**config.mk**
```make
export PLATFORM = sky130hd
export DESIGN_NAME = json_string_unescape_utf8
export DESIGN_NICKNAME = d
export VERILOG_FILES = /design/src/sv/jsu_pkg.sv /design/src/sv/jsu_front.sv /design/src/sv/jsu_queue.sv /design/src/sv/jsu_back.sv /design/src/sv/json_string_unescape_utf8.sv
export VERILOG_INCLUDE_DIRS = /design/src /design/src/sv
export SDC_FILE = /design/constraint.sdc
export NUM_CORES = 1
export LEC_CHECK = 0
export BUFFER_PORTS_ARGS = -buffer_cell sky130_fd_sc_hd__buf_2
export CORE_MARGIN = 10
export CORE_UTILIZATION = 63
export DETAILED_ROUTE_END_ITERATION = 10
export GPL_ROUTABILITY_DRIVEN = 0
export PLACE_DENSITY_LB_ADDON = 0.25
export SLEW_MARGIN = 20
export SYNTH_ARGS = -nofsm -noshare
export SYNTH_HDL_FRONTEND = slang
export SYNTH_HIERARCHICAL = 1
export SYNTH_SLANG_ARGS = --single-unit
```
**constraint.sdc**
```tcl
create_clock -name clock -period 7.45 [get_ports clock]
set_input_delay 1.1175 -clock clock [delete_from_list [all_inputs] [get_ports clock]]
set_output_delay 1.1175 -clock clock [all_outputs]
set_load 0.01 [all_outputs]
```
**src/sv/json_string_unescape_utf8_macros.svh**
```systemverilog
// Assertion macros shared by the JSON string unescaper modules.
// Included by each file that carries concurrent assertions; no other dependencies.
`ifndef JSON_STRING_UNESCAPE_UTF8_MACROS_SVH
`define JSON_STRING_UNESCAPE_UTF8_MACROS_SVH

// Same-cycle implication, disabled during reset.
`define JSU_ASSERT_IMPLY(label, clk, rst, ante, cons, msg) \
   label: assert property (@(posedge clk) disable iff (rst) (ante) |-> (cons)) \
      else $error(msg);

// Next-cycle implication, disabled during reset.
`define JSU_ASSERT_NEXT(label, clk, rst, ante, cons, msg) \
   label: assert property (@(posedge clk) disable iff (rst) (ante) |=> (cons)) \
      else $error(msg);

`endif

```
**src/sv/jsu_pkg.sv**
```systemverilog
// Shared types and constants of the JSON string unescaper.
// Used by jsu_front, jsu_queue, jsu_back and the top level; no dependencies.
package jsu_pkg;

   localparam int BYTE_W      = 8;
   localparam int CFG_W       = 10;
   localparam int ENTRY_BYTES = 5;
   localparam int ENTRY_CNT_W = 3;
   localparam int QUEUE_DEPTH = 4;
   localparam int QPTR_W      = 2;
   localparam int QCNT_W      = 3;

   localparam logic [CFG_W-1:0] CFG_RESET = 10'd127;

   localparam logic [7:0] CH_BSL   = 8'h5C;
   localparam logic [7:0] CH_U     = 8'h75;
   localparam logic [7:0] CH_N     = 8'h6E;
   localparam logic [7:0] CH_T     = 8'h74;
   localparam logic [7:0] CH_R     = 8'h72;
   localparam logic [7:0] CH_QUOTE = 8'h22;
   localparam logic [7:0] CH_SLASH = 8'h2F;
   localparam logic [7:0] CH_LF    = 8'h0A;
   localparam logic [7:0] CH_TAB   = 8'h09;
   localparam logic [7:0] CH_CR    = 8'h0D;
   localparam logic [7:0] CH_0     = 8'h30;
   localparam logic [7:0] CH_9     = 8'h39;
   localparam logic [7:0] CH_LA    = 8'h61;
   localparam logic [7:0] CH_LFX   = 8'h66;
   localparam logic [7:0] CH_UA    = 8'h41;
   localparam logic [7:0] CH_UFX   = 8'h46;

   localparam logic [15:0] UTF8_TWO_FROM   = 16'h0080;
   localparam logic [15:0] UTF8_THREE_FROM = 16'h0800;
   localparam logic [7:0]  UTF8_LEAD2      = 8'hC0;
   localparam logic [7:0]  UTF8_LEAD3      = 8'hE0;
   localparam logic [7:0]  UTF8_CONT       = 8'h80;
   localparam logic [7:0]  UTF8_MASK       = 8'h3F;

   typedef struct packed {
      logic [ENTRY_BYTES-1:0][BYTE_W-1:0] bytes;
      logic [ENTRY_CNT_W-1:0]             count;
      logic                               last;
   } entry_type;

   typedef struct packed {
      logic full;
      logic empty;
   } qstat_type;

endpackage

```
**src/sv/jsu_front.sv**
```systemverilog
// Front end of the unescaper: escape state, limit check and configuration register.
// Depends on jsu_pkg; pushes finished output groups into jsu_queue.
`include "json_string_unescape_utf8_macros.svh"

module jsu_front #(
   parameter int COUNT_WIDTH = 10
) (
   input  logic                clock,
   input  logic                reset,
   input  logic                req_tvalid,
   output logic                req_tready,
   input  logic [7:0]          req_tdata,
   input  logic                req_tlast,
   input  logic                csr_valid,
   output logic                csr_ready,
   input  logic [9:0]          csr_data,
   input  jsu_pkg::qstat_type  qstat,
   output logic                push,
   output jsu_pkg::entry_type  push_entry
);
   import jsu_pkg::*;

   localparam logic [2:0] PH_IDLE = 3'd0;
   localparam logic [2:0] PH_BSL  = 3'd1;
   localparam logic [2:0] PH_U0   = 3'd2;
   localparam logic [2:0] PH_U1   = 3'd3;
   localparam logic [2:0] PH_U2   = 3'd4;
   localparam logic [2:0] PH_U3   = 3'd5;

   localparam int LIM_W = (COUNT_WIDTH > CFG_W) ? COUNT_WIDTH : CFG_W;
   localparam logic [LIM_W-1:0] CAP = LIM_W'((1 << COUNT_WIDTH) - 1);

   function automatic logic [3:0] hex_val(input logic [7:0] c);
      if (c inside {[CH_0:CH_9]}) return c[3:0];
      if (c inside {[CH_LA:CH_LFX], [CH_UA:CH_UFX]}) return 4'(c[3:0] + 4'd9);
      return 4'd0;
   endfunction

   function automatic logic [8:0] simple_map(input logic [7:0] c);
      case (c)
         CH_SLASH, CH_QUOTE, CH_BSL: return {1'b1, c};
         CH_N:                       return {1'b1, CH_LF};
         CH_T:                       return {1'b1, CH_TAB};
         CH_R:                       return {1'b1, CH_CR};
         default:                    return 9'd0;
      endcase
   endfunction

   logic [2:0]                         phase_ff, phase_in;
   logic [11:0]                        acc_ff, acc_in;
   logic [2:0][7:0]                    held_ff, held_in;
   logic [COUNT_WIDTH-1:0]             bw_ff, bw_in;
   logic [CFG_W-1:0]                   max_out_ff, max_out_in;

   logic                               accept;
   logic [3:0]                         hexv;
   logic [8:0]                         sm;
   logic [1:0]                         hidx;
   logic [2:0]                         tail_k;
   logic [15:0]                        cp;
   logic [2:0][7:0]                    enc;
   logic [2:0]                         enc_n;
   logic [3:0][7:0]                    tail_b;
   logic [3:0]                         tail_hit;
   logic [3:0][7:0]                    tail_map;
   logic [2:0]                         pos;
   logic                               skip;
   logic [ENTRY_BYTES-1:0][7:0]        cand;
   logic [2:0]                         cand_n;
   logic                               atomic;
   logic [LIM_W-1:0]                   cfg_ext, lim_w;
   logic [COUNT_WIDTH-1:0]             lim, diff;
   logic [2:0]                         room, kept;

   assign accept    = req_tvalid && req_tready;
   assign req_tready = !qstat.full;
   assign csr_ready = 1'b1;

   assign hexv   = hex_val(req_tdata);
   assign sm     = simple_map(req_tdata);
   assign hidx   = 2'(phase_ff - PH_U0);
   assign tail_k = phase_ff - PH_U0;
   assign cp     = {acc_ff, hexv};

   always_comb begin
      enc = '0;
      if (cp < UTF8_TWO_FROM) begin
         enc[0] = cp[7:0];
         enc_n  = 3'd1;
      end else if (cp < UTF8_THREE_FROM) begin
         enc[0] = UTF8_LEAD2 | {3'b000, cp[10:6]};
         enc[1] = UTF8_CONT | (cp[7:0] & UTF8_MASK);
         enc_n  = 3'd2;
      end else begin
         enc[0] = UTF8_LEAD3 | {4'h0, cp[15:12]};
         enc[1] = UTF8_CONT | {2'b00, cp[11:6]};
         enc[2] = UTF8_CONT | {2'b00, cp[5:0]};
         enc_n  = 3'd3;
      end
   end

   // Bytes after an unfinished \u at the end of a string, decoded anew.
   always_comb begin
      tail_b[3] = 8'h00;
      for (int j = 0; j < 3; j++) begin
         if (3'(j) < tail_k) begin
            tail_b[j] = held_ff[j];
         end else if (3'(j) == tail_k) begin
            tail_b[j] = req_tdata;
         end else begin
            tail_b[j] = 8'h00;
         end
      end
      for (int j = 0; j < 4; j++) begin
         {tail_hit[j], tail_map[j]} = simple_map(tail_b[j]);
      end
   end

   always_comb begin
      phase_in = phase_ff;
      acc_in   = acc_ff;
      held_in  = held_ff;
      cand     = '0;
      cand_n   = 3'd0;
      atomic   = 1'b0;
      pos      = 3'd2;
      skip     = 1'b0;
      if (req_tlast) begin
         case (phase_ff)
            PH_BSL: begin
               if (sm[8]) begin
                  cand[0] = sm[7:0];
                  cand_n  = 3'd1;
               end else begin
                  cand[0] = CH_BSL;
                  cand[1] = req_tdata;
                  cand_n  = 3'd2;
               end
            end
            PH_U0, PH_U1, PH_U2: begin
               cand[0] = CH_BSL;
               cand[1] = CH_U;
               for (int j = 0; j < 3; j++) begin
                  if (3'(j) <= tail_k) begin
                     if (skip) begin
                        skip = 1'b0;
                     end else if (tail_b[j] == CH_BSL && 3'(j) < tail_k && tail_hit[j+1]) begin
                        cand[pos] = tail_map[j+1];
                        pos       = pos + 3'd1;
                        skip      = 1'b1;
                     end else begin
                        cand[pos] = tail_b[j];
                        pos       = pos + 3'd1;
                     end
                  end
               end
               cand_n = pos;
            end
            PH_U3: begin
               cand[2:0] = enc;
               cand_n    = enc_n;
               atomic    = 1'b1;
            end
            default: begin
               cand[0] = req_tdata;
               cand_n  = 3'd1;
            end
         endcase
         phase_in = PH_IDLE;
         acc_in   = '0;
      end else begin
         case (phase_ff)
            PH_BSL: begin
               phase_in = PH_IDLE;
               if (req_tdata == CH_U) begin
                  phase_in = PH_U0;
                  acc_in   = '0;
               end else if (sm[8]) begin
                  cand[0] = sm[7:0];
                  cand_n  = 3'd1;
               end else begin
                  cand[0] = CH_BSL;
                  cand[1] = req_tdata;
                  cand_n  = 3'd2;
               end
            end
            PH_U0, PH_U1, PH_U2: begin
               held_in[hidx] = req_tdata;
               acc_in        = {acc_ff[7:0], hexv};
               phase_in      = phase_ff + 3'd1;
            end
            PH_U3: begin
               cand[2:0] = enc;
               cand_n    = enc_n;
               atomic    = 1'b1;
               phase_in  = PH_IDLE;
               acc_in    = '0;
            end
            default: begin
               if (req_tdata == CH_BSL) begin
                  phase_in = PH_BSL;
               end else begin
                  cand[0]  = req_tdata;
                  cand_n   = 3'd1;
                  phase_in = PH_IDLE;
               end
            end
         endcase
      end
   end

   always_comb begin
      cfg_ext = LIM_W'(max_out_ff);
      lim_w   = (cfg_ext < CAP) ? cfg_ext : CAP;
      lim     = lim_w[COUNT_WIDTH-1:0];
      diff    = lim - bw_ff;
      if (bw_ff >= lim) begin
         room = 3'd0;
      end else if (diff >= COUNT_WIDTH'(ENTRY_BYTES)) begin
         room = 3'(ENTRY_BYTES);
      end else begin
         room = diff[2:0];
      end
      if (atomic) begin
         kept = (cand_n <= room) ? cand_n : 3'd0;
      end else begin
         kept = (cand_n < room) ? cand_n : room;
      end
   end

   assign bw_in      = req_tlast ? '0 : bw_ff + COUNT_WIDTH'(kept);
   assign max_out_in = csr_data;

   assign push             = accept && (kept != 3'd0 || req_tlast);
   assign push_entry.bytes = cand;
   assign push_entry.count = kept;
   assign push_entry.last  = req_tlast;

   always_ff @(posedge clock) begin
      if (reset) begin
         phase_ff   <= PH_IDLE;
         acc_ff     <= '0;
         bw_ff      <= '0;
         max_out_ff <= CFG_RESET;
      end else begin
         if (accept) begin
            phase_ff <= phase_in;
            acc_ff   <= acc_in;
            bw_ff    <= bw_in;
         end
         if (csr_valid && csr_ready) begin
            max_out_ff <= max_out_in;
         end
      end
   end

   always_ff @(posedge clock) begin
      if (accept) begin
         held_ff <= held_in;
      end
   end

   `JSU_ASSERT_NEXT(a_end_clears, clock, reset, accept && req_tlast,
      bw_ff == '0 && phase_ff == PH_IDLE && acc_ff == '0, "state not cleared at string end")
   `JSU_ASSERT_IMPLY(a_push_room, clock, reset, push, !qstat.full,
      "item pushed into a full queue")

endmodule

```
**src/sv/jsu_queue.sv**
```systemverilog
// Short queue of decoded output groups between the front and back ends.
// Depends on jsu_pkg for the entry and status types.
`include "json_string_unescape_utf8_macros.svh"

module jsu_queue (
   input  logic                clock,
   input  logic                reset,
   input  logic                push,
   input  jsu_pkg::entry_type  push_entry,
   input  logic                pop,
   output jsu_pkg::entry_type  head,
   output jsu_pkg::qstat_type  qstat
);
   import jsu_pkg::*;

   entry_type          mem_ff [QUEUE_DEPTH];
   logic [QPTR_W-1:0]  wr_ptr_ff, wr_ptr_in;
   logic [QPTR_W-1:0]  rd_ptr_ff, rd_ptr_in;
   logic [QCNT_W-1:0]  count_ff, count_in;

   assign wr_ptr_in = push ? wr_ptr_ff + 1'b1 : wr_ptr_ff;
   assign rd_ptr_in = pop ? rd_ptr_ff + 1'b1 : rd_ptr_ff;

   always_comb begin
      count_in = count_ff;
      if (push && !pop) begin
         count_in = count_ff + 1'b1;
      end else if (pop && !push) begin
         count_in = count_ff - 1'b1;
      end
   end

   assign head        = mem_ff[rd_ptr_ff];
   assign qstat.full  = (count_ff == QCNT_W'(QUEUE_DEPTH));
   assign qstat.empty = (count_ff == '0);

   always_ff @(posedge clock) begin
      if (reset) begin
         wr_ptr_ff <= '0;
         rd_ptr_ff <= '0;
         count_ff  <= '0;
      end else begin
         wr_ptr_ff <= wr_ptr_in;
         rd_ptr_ff <= rd_ptr_in;
         count_ff  <= count_in;
      end
   end

   always_ff @(posedge clock) begin
      if (push) begin
         mem_ff[wr_ptr_ff] <= push_entry;
      end
   end

   `JSU_ASSERT_IMPLY(a_no_pop_empty, clock, reset, pop, !qstat.empty,
      "pop from an empty queue")
   `JSU_ASSERT_IMPLY(a_count_bound, clock, reset, 1'b1, count_ff <= QCNT_W'(QUEUE_DEPTH),
      "queue count beyond depth")
   `JSU_ASSERT_NEXT(a_count_step, clock, reset, push && !pop,
      count_ff == $past(count_ff) + 1'b1, "queue count did not advance on push")

endmodule

```
**src/sv/jsu_back.sv**
```systemverilog
// Back end: sends each group's bytes one per cycle while rsp_tready is high.
// Depends on jsu_pkg; reads the head of jsu_queue.
`include "json_string_unescape_utf8_macros.svh"

module jsu_back (
   input  logic                clock,
   input  logic                reset,
   input  jsu_pkg::entry_type  head,
   input  jsu_pkg::qstat_type  qstat,
   output logic                pop,
   output logic                rsp_tvalid,
   input  logic                rsp_tready,
   output logic [7:0]          rsp_tdata,   // out_byte
   output logic                rsp_tuser,   // byte_valid
   output logic                rsp_tlast
);
   import jsu_pkg::*;

   logic [ENTRY_CNT_W-1:0] idx_ff, idx_in;
   logic [ENTRY_CNT_W-1:0] last_idx;
   logic                   fire;
   logic                   at_end;

   assign last_idx   = (head.count == '0) ? '0 : head.count - 1'b1;
   assign at_end     = (idx_ff == last_idx);
   assign rsp_tvalid = !qstat.empty;
   assign rsp_tuser  = (head.count != '0);
   assign rsp_tdata  = rsp_tuser ? head.bytes[idx_ff] : 8'h00;
   assign rsp_tlast  = head.last && at_end;
   assign fire       = rsp_tvalid && rsp_tready;
   assign pop        = fire && at_end;

   always_comb begin
      idx_in = idx_ff;
      if (pop) begin
         idx_in = '0;
      end else if (fire) begin
         idx_in = idx_ff + 1'b1;
      end
   end

   always_ff @(posedge clock) begin
      if (reset) begin
         idx_ff <= '0;
      end else begin
         idx_ff <= idx_in;
      end
   end

   `JSU_ASSERT_IMPLY(a_idx_in_group, clock, reset, rsp_tvalid, idx_ff <= last_idx,
      "byte index beyond its group")

endmodule

```
**src/sv/json_string_unescape_utf8.sv**
```systemverilog
// Top level of the JSON string unescaper with UTF-8 output.
// Depends on jsu_pkg, jsu_front, jsu_queue and jsu_back.
//
// The req channel takes one raw byte of a JSON string body per item, with
// req_tlast on the final byte. The rsp channel returns decoded bytes; rsp_tuser
// is low only on the empty end marker sent when the final item of a string
// keeps no bytes, and rsp_tlast marks the last result of each string. csr_data
// sets the most bytes kept per string; csr_ready is always high.
// An item is classified in the cycle it is accepted and its results are
// registered into a four-entry queue, from whose head rsp is driven.
// Items are taken at one per cycle while the queue is not full. The rsp side
// sends one byte per cycle while rsp_tready is high, so an escape that yields
// up to five bytes holds rsp until all are sent; a long run of such items is
// paced by the queue filling. After reset no escape is pending, the byte count
// is zero, the limit is 127 and the queue is empty. When the receiver stalls,
// results wait in the queue; req_tready falls once all four entries are taken.
module json_string_unescape_utf8 #(
   parameter int COUNT_WIDTH = 10
) (
   input  logic       clock,
   input  logic       reset,
   input  logic       req_tvalid,
   output logic       req_tready,
   input  logic [7:0] req_tdata,    // in_byte
   input  logic       req_tlast,
   output logic       rsp_tvalid,
   input  logic       rsp_tready,
   output logic [7:0] rsp_tdata,    // out_byte
   output logic       rsp_tuser,    // byte_valid
   output logic       rsp_tlast,
   input  logic       csr_valid,
   output logic       csr_ready,
   input  logic [9:0] csr_data
);
   import jsu_pkg::*;

   entry_type push_entry;
   entry_type head;
   qstat_type qstat;
   logic      push;
   logic      pop;

   jsu_front #(
      .COUNT_WIDTH(COUNT_WIDTH)
   ) u_front (
      .clock      (clock),
      .reset      (reset),
      .req_tvalid (req_tvalid),
      .req_tready (req_tready),
      .req_tdata  (req_tdata),
      .req_tlast  (req_tlast),
      .csr_valid  (csr_valid),
      .csr_ready  (csr_ready),
      .csr_data   (csr_data),
      .qstat      (qstat),
      .push       (push),
      .push_entry (push_entry)
   );

   jsu_queue u_queue (
      .clock      (clock),
      .reset      (reset),
      .push       (push),
      .push_entry (push_entry),
      .pop        (pop),
      .head       (head),
      .qstat      (qstat)
   );

   jsu_back u_back (
      .clock      (clock),
      .reset      (reset),
      .head       (head),
      .qstat      (qstat),
      .pop        (pop),
      .rsp_tvalid (rsp_tvalid),
      .rsp_tready (rsp_tready),
      .rsp_tdata  (rsp_tdata),
      .rsp_tuser  (rsp_tuser),
      .rsp_tlast  (rsp_tlast)
   );

endmodule
```
==> qor_table.md <==
| Quantity | Value |
|:---|:---|
| Clock tree from TritonCTS | built |
| Maximum net fanout on the critical path | 20 |
| Per-cell via count in the routed design | 6.73 |
| Series of cell instances along the critical path | inv_1 -> ha_1 -> buf_4 -> and2_1 -> a22oi_1 -> nor4b_1 -> a21boi_1 -> a21oi_1 -> nor4_1 -> o21bai_1 -> ha_1 -> inv_1 -> a21o_1 -> a21oi_1 -> a41oi_1 -> a211o_1 -> o32a_2 -> a41oi_2 -> ha_1 -> inv_1 -> fa_1 -> xor2_1 -> or3_1 -> a21oi_1 |
| Max-slew violation total from the final report | 0 |
| Proportion of netlist area held by the largest area contributor | 47.0% |
| Register Area | 6950 um^2 |
| Number of buffers added to fix hold violations after cts | 0 |
| Comb pwr share | 18.9% |
| Endpoints failing hold | 0 |
| Result of the run | complete, no violations |
| Effective utilization at floorplan | 63.6% |
| Launching instance or port of the critical path | u_front/phase_ff[2] |
| Launching element type of the critical path | register |
| Net count reported at finish | 1,126 |
| Syn_nets | 1,109 |
| # H-tree levels | 1 |
| Post-CTS setup repair buffer count | 0 |
| Detailed-routing iteration count for the pre-antenna-repair pass | 6 |
| Remaining global-route overflow | 0 |
| Most common library cells after synthesis | sky130_fd_sc_hd__edfxtp_1, sky130_fd_sc_hd__nor2_1, sky130_fd_sc_hd__nand2_1, sky130_fd_sc_hd__a21oi_1, sky130_fd_sc_hd__mux4_2 |
| Startpoint of the most critical register-to-register path | u_front/phase_ff[2] |
| Layout Area Growth over Synthesis | 8.94% |
| Leakage power figure | 0.00490 uW |
| Endpoint arrival time on the critical path | 7.14 ns |
| Worst clock skew | 0.0199 ns |
| Via count of the first global-routing pass | 8,739 |
| Antenna diodes | 0 |
| Die span in y | 162 um |
| Slew of the pin with the lowest slew margin | 0.969 ns |
| Chip width | 162 um |
| Proportion of power drawn by flip-flops and latches | 46.2% |
| Most frequently used cell type in the post-synthesis netlist | sky130_fd_sc_hd__edfxtp_1 |
| Routed WL per cell | 23.2 um |
| Clock Power Share | 34.8% |
| DRC errors left | 0 |
| Clock insertion delay at the later pin of the skew report | 0.55 ns |
| Filler cell count | 1,410 |
| Ys async rst share | 0% |
| Die Outline Area | 26,400 um^2 |
| Clock Sinks | 247 |
| Global-route wire length before repair | 49.3 mm |
| Max Root-Sink Buffers | 3 |
| Proportion of synthesized chip area in sequential cells | 54.3% |
| Number of design-rule violations left by the first detailed-router iteration | 1,285 |
| CP max stage delay | 0.69 ns |
| Tmin final | 6.68 ns |
| Number of CTS-inserted buffers | 25 |
| Aggregate negative setup slack | 0 ns |
| Slowest cell on the critical path | sky130_fd_sc_hd__a21oi_1 |
| Total routing resource utilization after global routing | 23.7% |
| Worst endpoint required time | 7.91 ns |
| Fraction of power spent switching nets | 26.6% |
| Post-CTS Resized | 0 |
| Setup violation total in the final timing report | 0 |
| Placed cell count | 1,307 |
| RSZ-0062 raised after global routing | no |
| Average size of a mapped cell | 12.2 um^2 |
| Yosys cell types | 93 |
| Clock slew at the register clock pins of the worst setup and hold paths | 0.06 ns |
| Core Footprint | 20,100 um^2 |
| Total length of routed wires | 31.3 mm |
| Detailed placement HPWL | 21.3 mm |
| Number of enable-type register cells in the synthesized netlist | 200 |
| Sort of element at the end of the critical path | register |
| Post-synthesis cell type with the largest combined area | sky130_fd_sc_hd__edfxtp_1 |
| Critical path start-end classification | register to register |
| Total of buffers placed on input and output ports | 35 |
| Ratio of cells with drive above 1 in the final layout | 14.8% |
| Sw power | 973 uW |
| Dominant synthesized flop cell | sky130_fd_sc_hd__edfxtp_1 |
| Part of the cycle the worst path needs | 89.6% |
| HP Start | u_front/cfg_ext[4] |
| Class of the worst hold path | register to register |
| Main area contributors after synthesis | sky130_fd_sc_hd__edfxtp_1, sky130_fd_sc_hd__mux4_2, sky130_fd_sc_hd__dfxtp_1, sky130_fd_sc_hd__ha_1, sky130_fd_sc_hd__nor2_1 |
| Post-Syn Instances | 1,047 |
| DR vias | 9,101 |
| Final core utilization | 69.3% |
| Total power divided by cell area | 262 nW/um^2 |
| Rel. slew slack | 33.7% |
| Boundary pin count | 37 |
| Post-route insts no fill | 1,353 |
| Post-synthesis register bit count | 247 |
| Multi-input gate area in the final layout | 5330 um^2 |
| Total number of yosys warnings | 6 |
| Post-DRT Antenna Nets | 0 |
| Internal power of the cells | 2680 uW |
| Final cell area excluding filler cells | 13,900 um^2 |
| Pin count of the biggest net entering global routing | 45 |
| Maximum vdd drop | 0.185 mV |
| Cell Area, Placed | 13,100 um^2 |
| CTS root buffer | sky130_fd_sc_hd__clkbuf_16 |
| Number of max-cap violations | 0 |
| Antenna violations before repair | 0 |
| Post-Synthesis Cell Area | 12,800 um^2 |
| Fmax | 0.150 GHz |
| Number of rows in the core area | 52 |
==> cell usage in the layout (no fill, tap or decap), types with 24 or more instances in the layout <==
cell	n
sky130_fd_sc_hd__a21oi_1	48
sky130_fd_sc_hd__inv_1	44
sky130_fd_sc_hd__nor3_1	24
sky130_fd_sc_hd__ha_1	35
sky130_fd_sc_hd__nand2_1	86
sky130_fd_sc_hd__mux4_2	48
sky130_fd_sc_hd__o21ai_0	29
sky130_fd_sc_hd__buf_2	35
sky130_fd_sc_hd__nor2_1	102
sky130_fd_sc_hd__clkbuf_16	25
sky130_fd_sc_hd__a22oi_1	33
sky130_fd_sc_hd__edfxtp_1	200
sky130_fd_sc_hd__dfxtp_1	45
==> power by group through the flow <==
stage | registers [uW] | logic (uW) | clock network (uW)
final | 1690 | 692 | 1270
after global routing | 1700 | 764 | 1340
after CTS | 1690 | 702 | 1290
after detailed placement | 1710 | 685 | 0
after global placement | 1700 | 667 | 0
after floorplan | 1680 | 543 | 0
==> per-stage QoR <==
step	setup WS [ns]	hold slack, ns	power (uW)
3_5_place_dp	0.820	0.468	2400
2_1_floorplan	1.09	0.440	2230
4_1_cts	0.900	0.481	3680
3_3_place_gp	0.971	0.463	2370
5_1_grt	0.291	0.509	3800
6_report	0.772	0.479	3650
==> kinds of logic after synthesis <==
group	synth area share (%)
and+or+nand+nor	13.4
DFF	54.3
AOI/OAI and AO/OA	12.7
buffers and inverters	4.01
muxes	10.6
adders and majority gates	3.90
xor gates and xnor gates	1.03
other	0.0293
==> registers in the layout (all words and copies together) (netlist names), named ones only <==
name / flops
u_back/idx_ff: 3
u_front/bw_ff: 10
u_front/acc_ff: 12
u_front/held_ff: 24
u_queue/count_ff: 3
u_front/cfg_ext: 10
u_front/phase_ff: 3
u_queue/rd_ptr_ff: 2
u_queue/wr_ptr_ff: 2
u_queue/mem_ff: 176
==> worst max-delay path: cells and delay by family, from the launching register on <==
kind	cells	cell delay (ns)
and+or+nand+nor	4	1.23
DFF	1	0.38
AOI/OAI and AO/OA	11	2.79
buffers and inverters	4	0.57
adders and majority gates	4	1.43
xor gates and xnor gates	1	0.17
==> layout make-up <==
class | count | share of cell area (%)
multi-input cells | 696 | 38.3
clock inverters | 11 | 0.970
repair buffers | 49 | 2.10
well taps | 270 | 2.43
inverters | 45 | 1.21
clock buffers | 35 | 5.12
flip-flops and latches | 247 | 49.9
==> path summary, 6_finish.rpt <==
kind / endpoint / slack [ns] / cells after the start
worst max-delay path: u_queue/count_ff[2] / 0.77 / 24
worst min-delay path: u_front/cfg_ext[4] / 0.48 / 2
worst max register to register: u_queue/count_ff[2] / 0.77 / 24
worst min register to register: u_front/cfg_ext[4] / 0.48 / 2
==> routing by layer <==
metal  wire (um)  vias up  GRT usage (%)
li1            -     4077              -
met1       12700     4401           32.7
met2       14700      532           37.2
met3        2820       91           4.07
met4        1080        0           8.48
met5           0        -              0
Note: power is estimated with default switching activity, not from simulation.
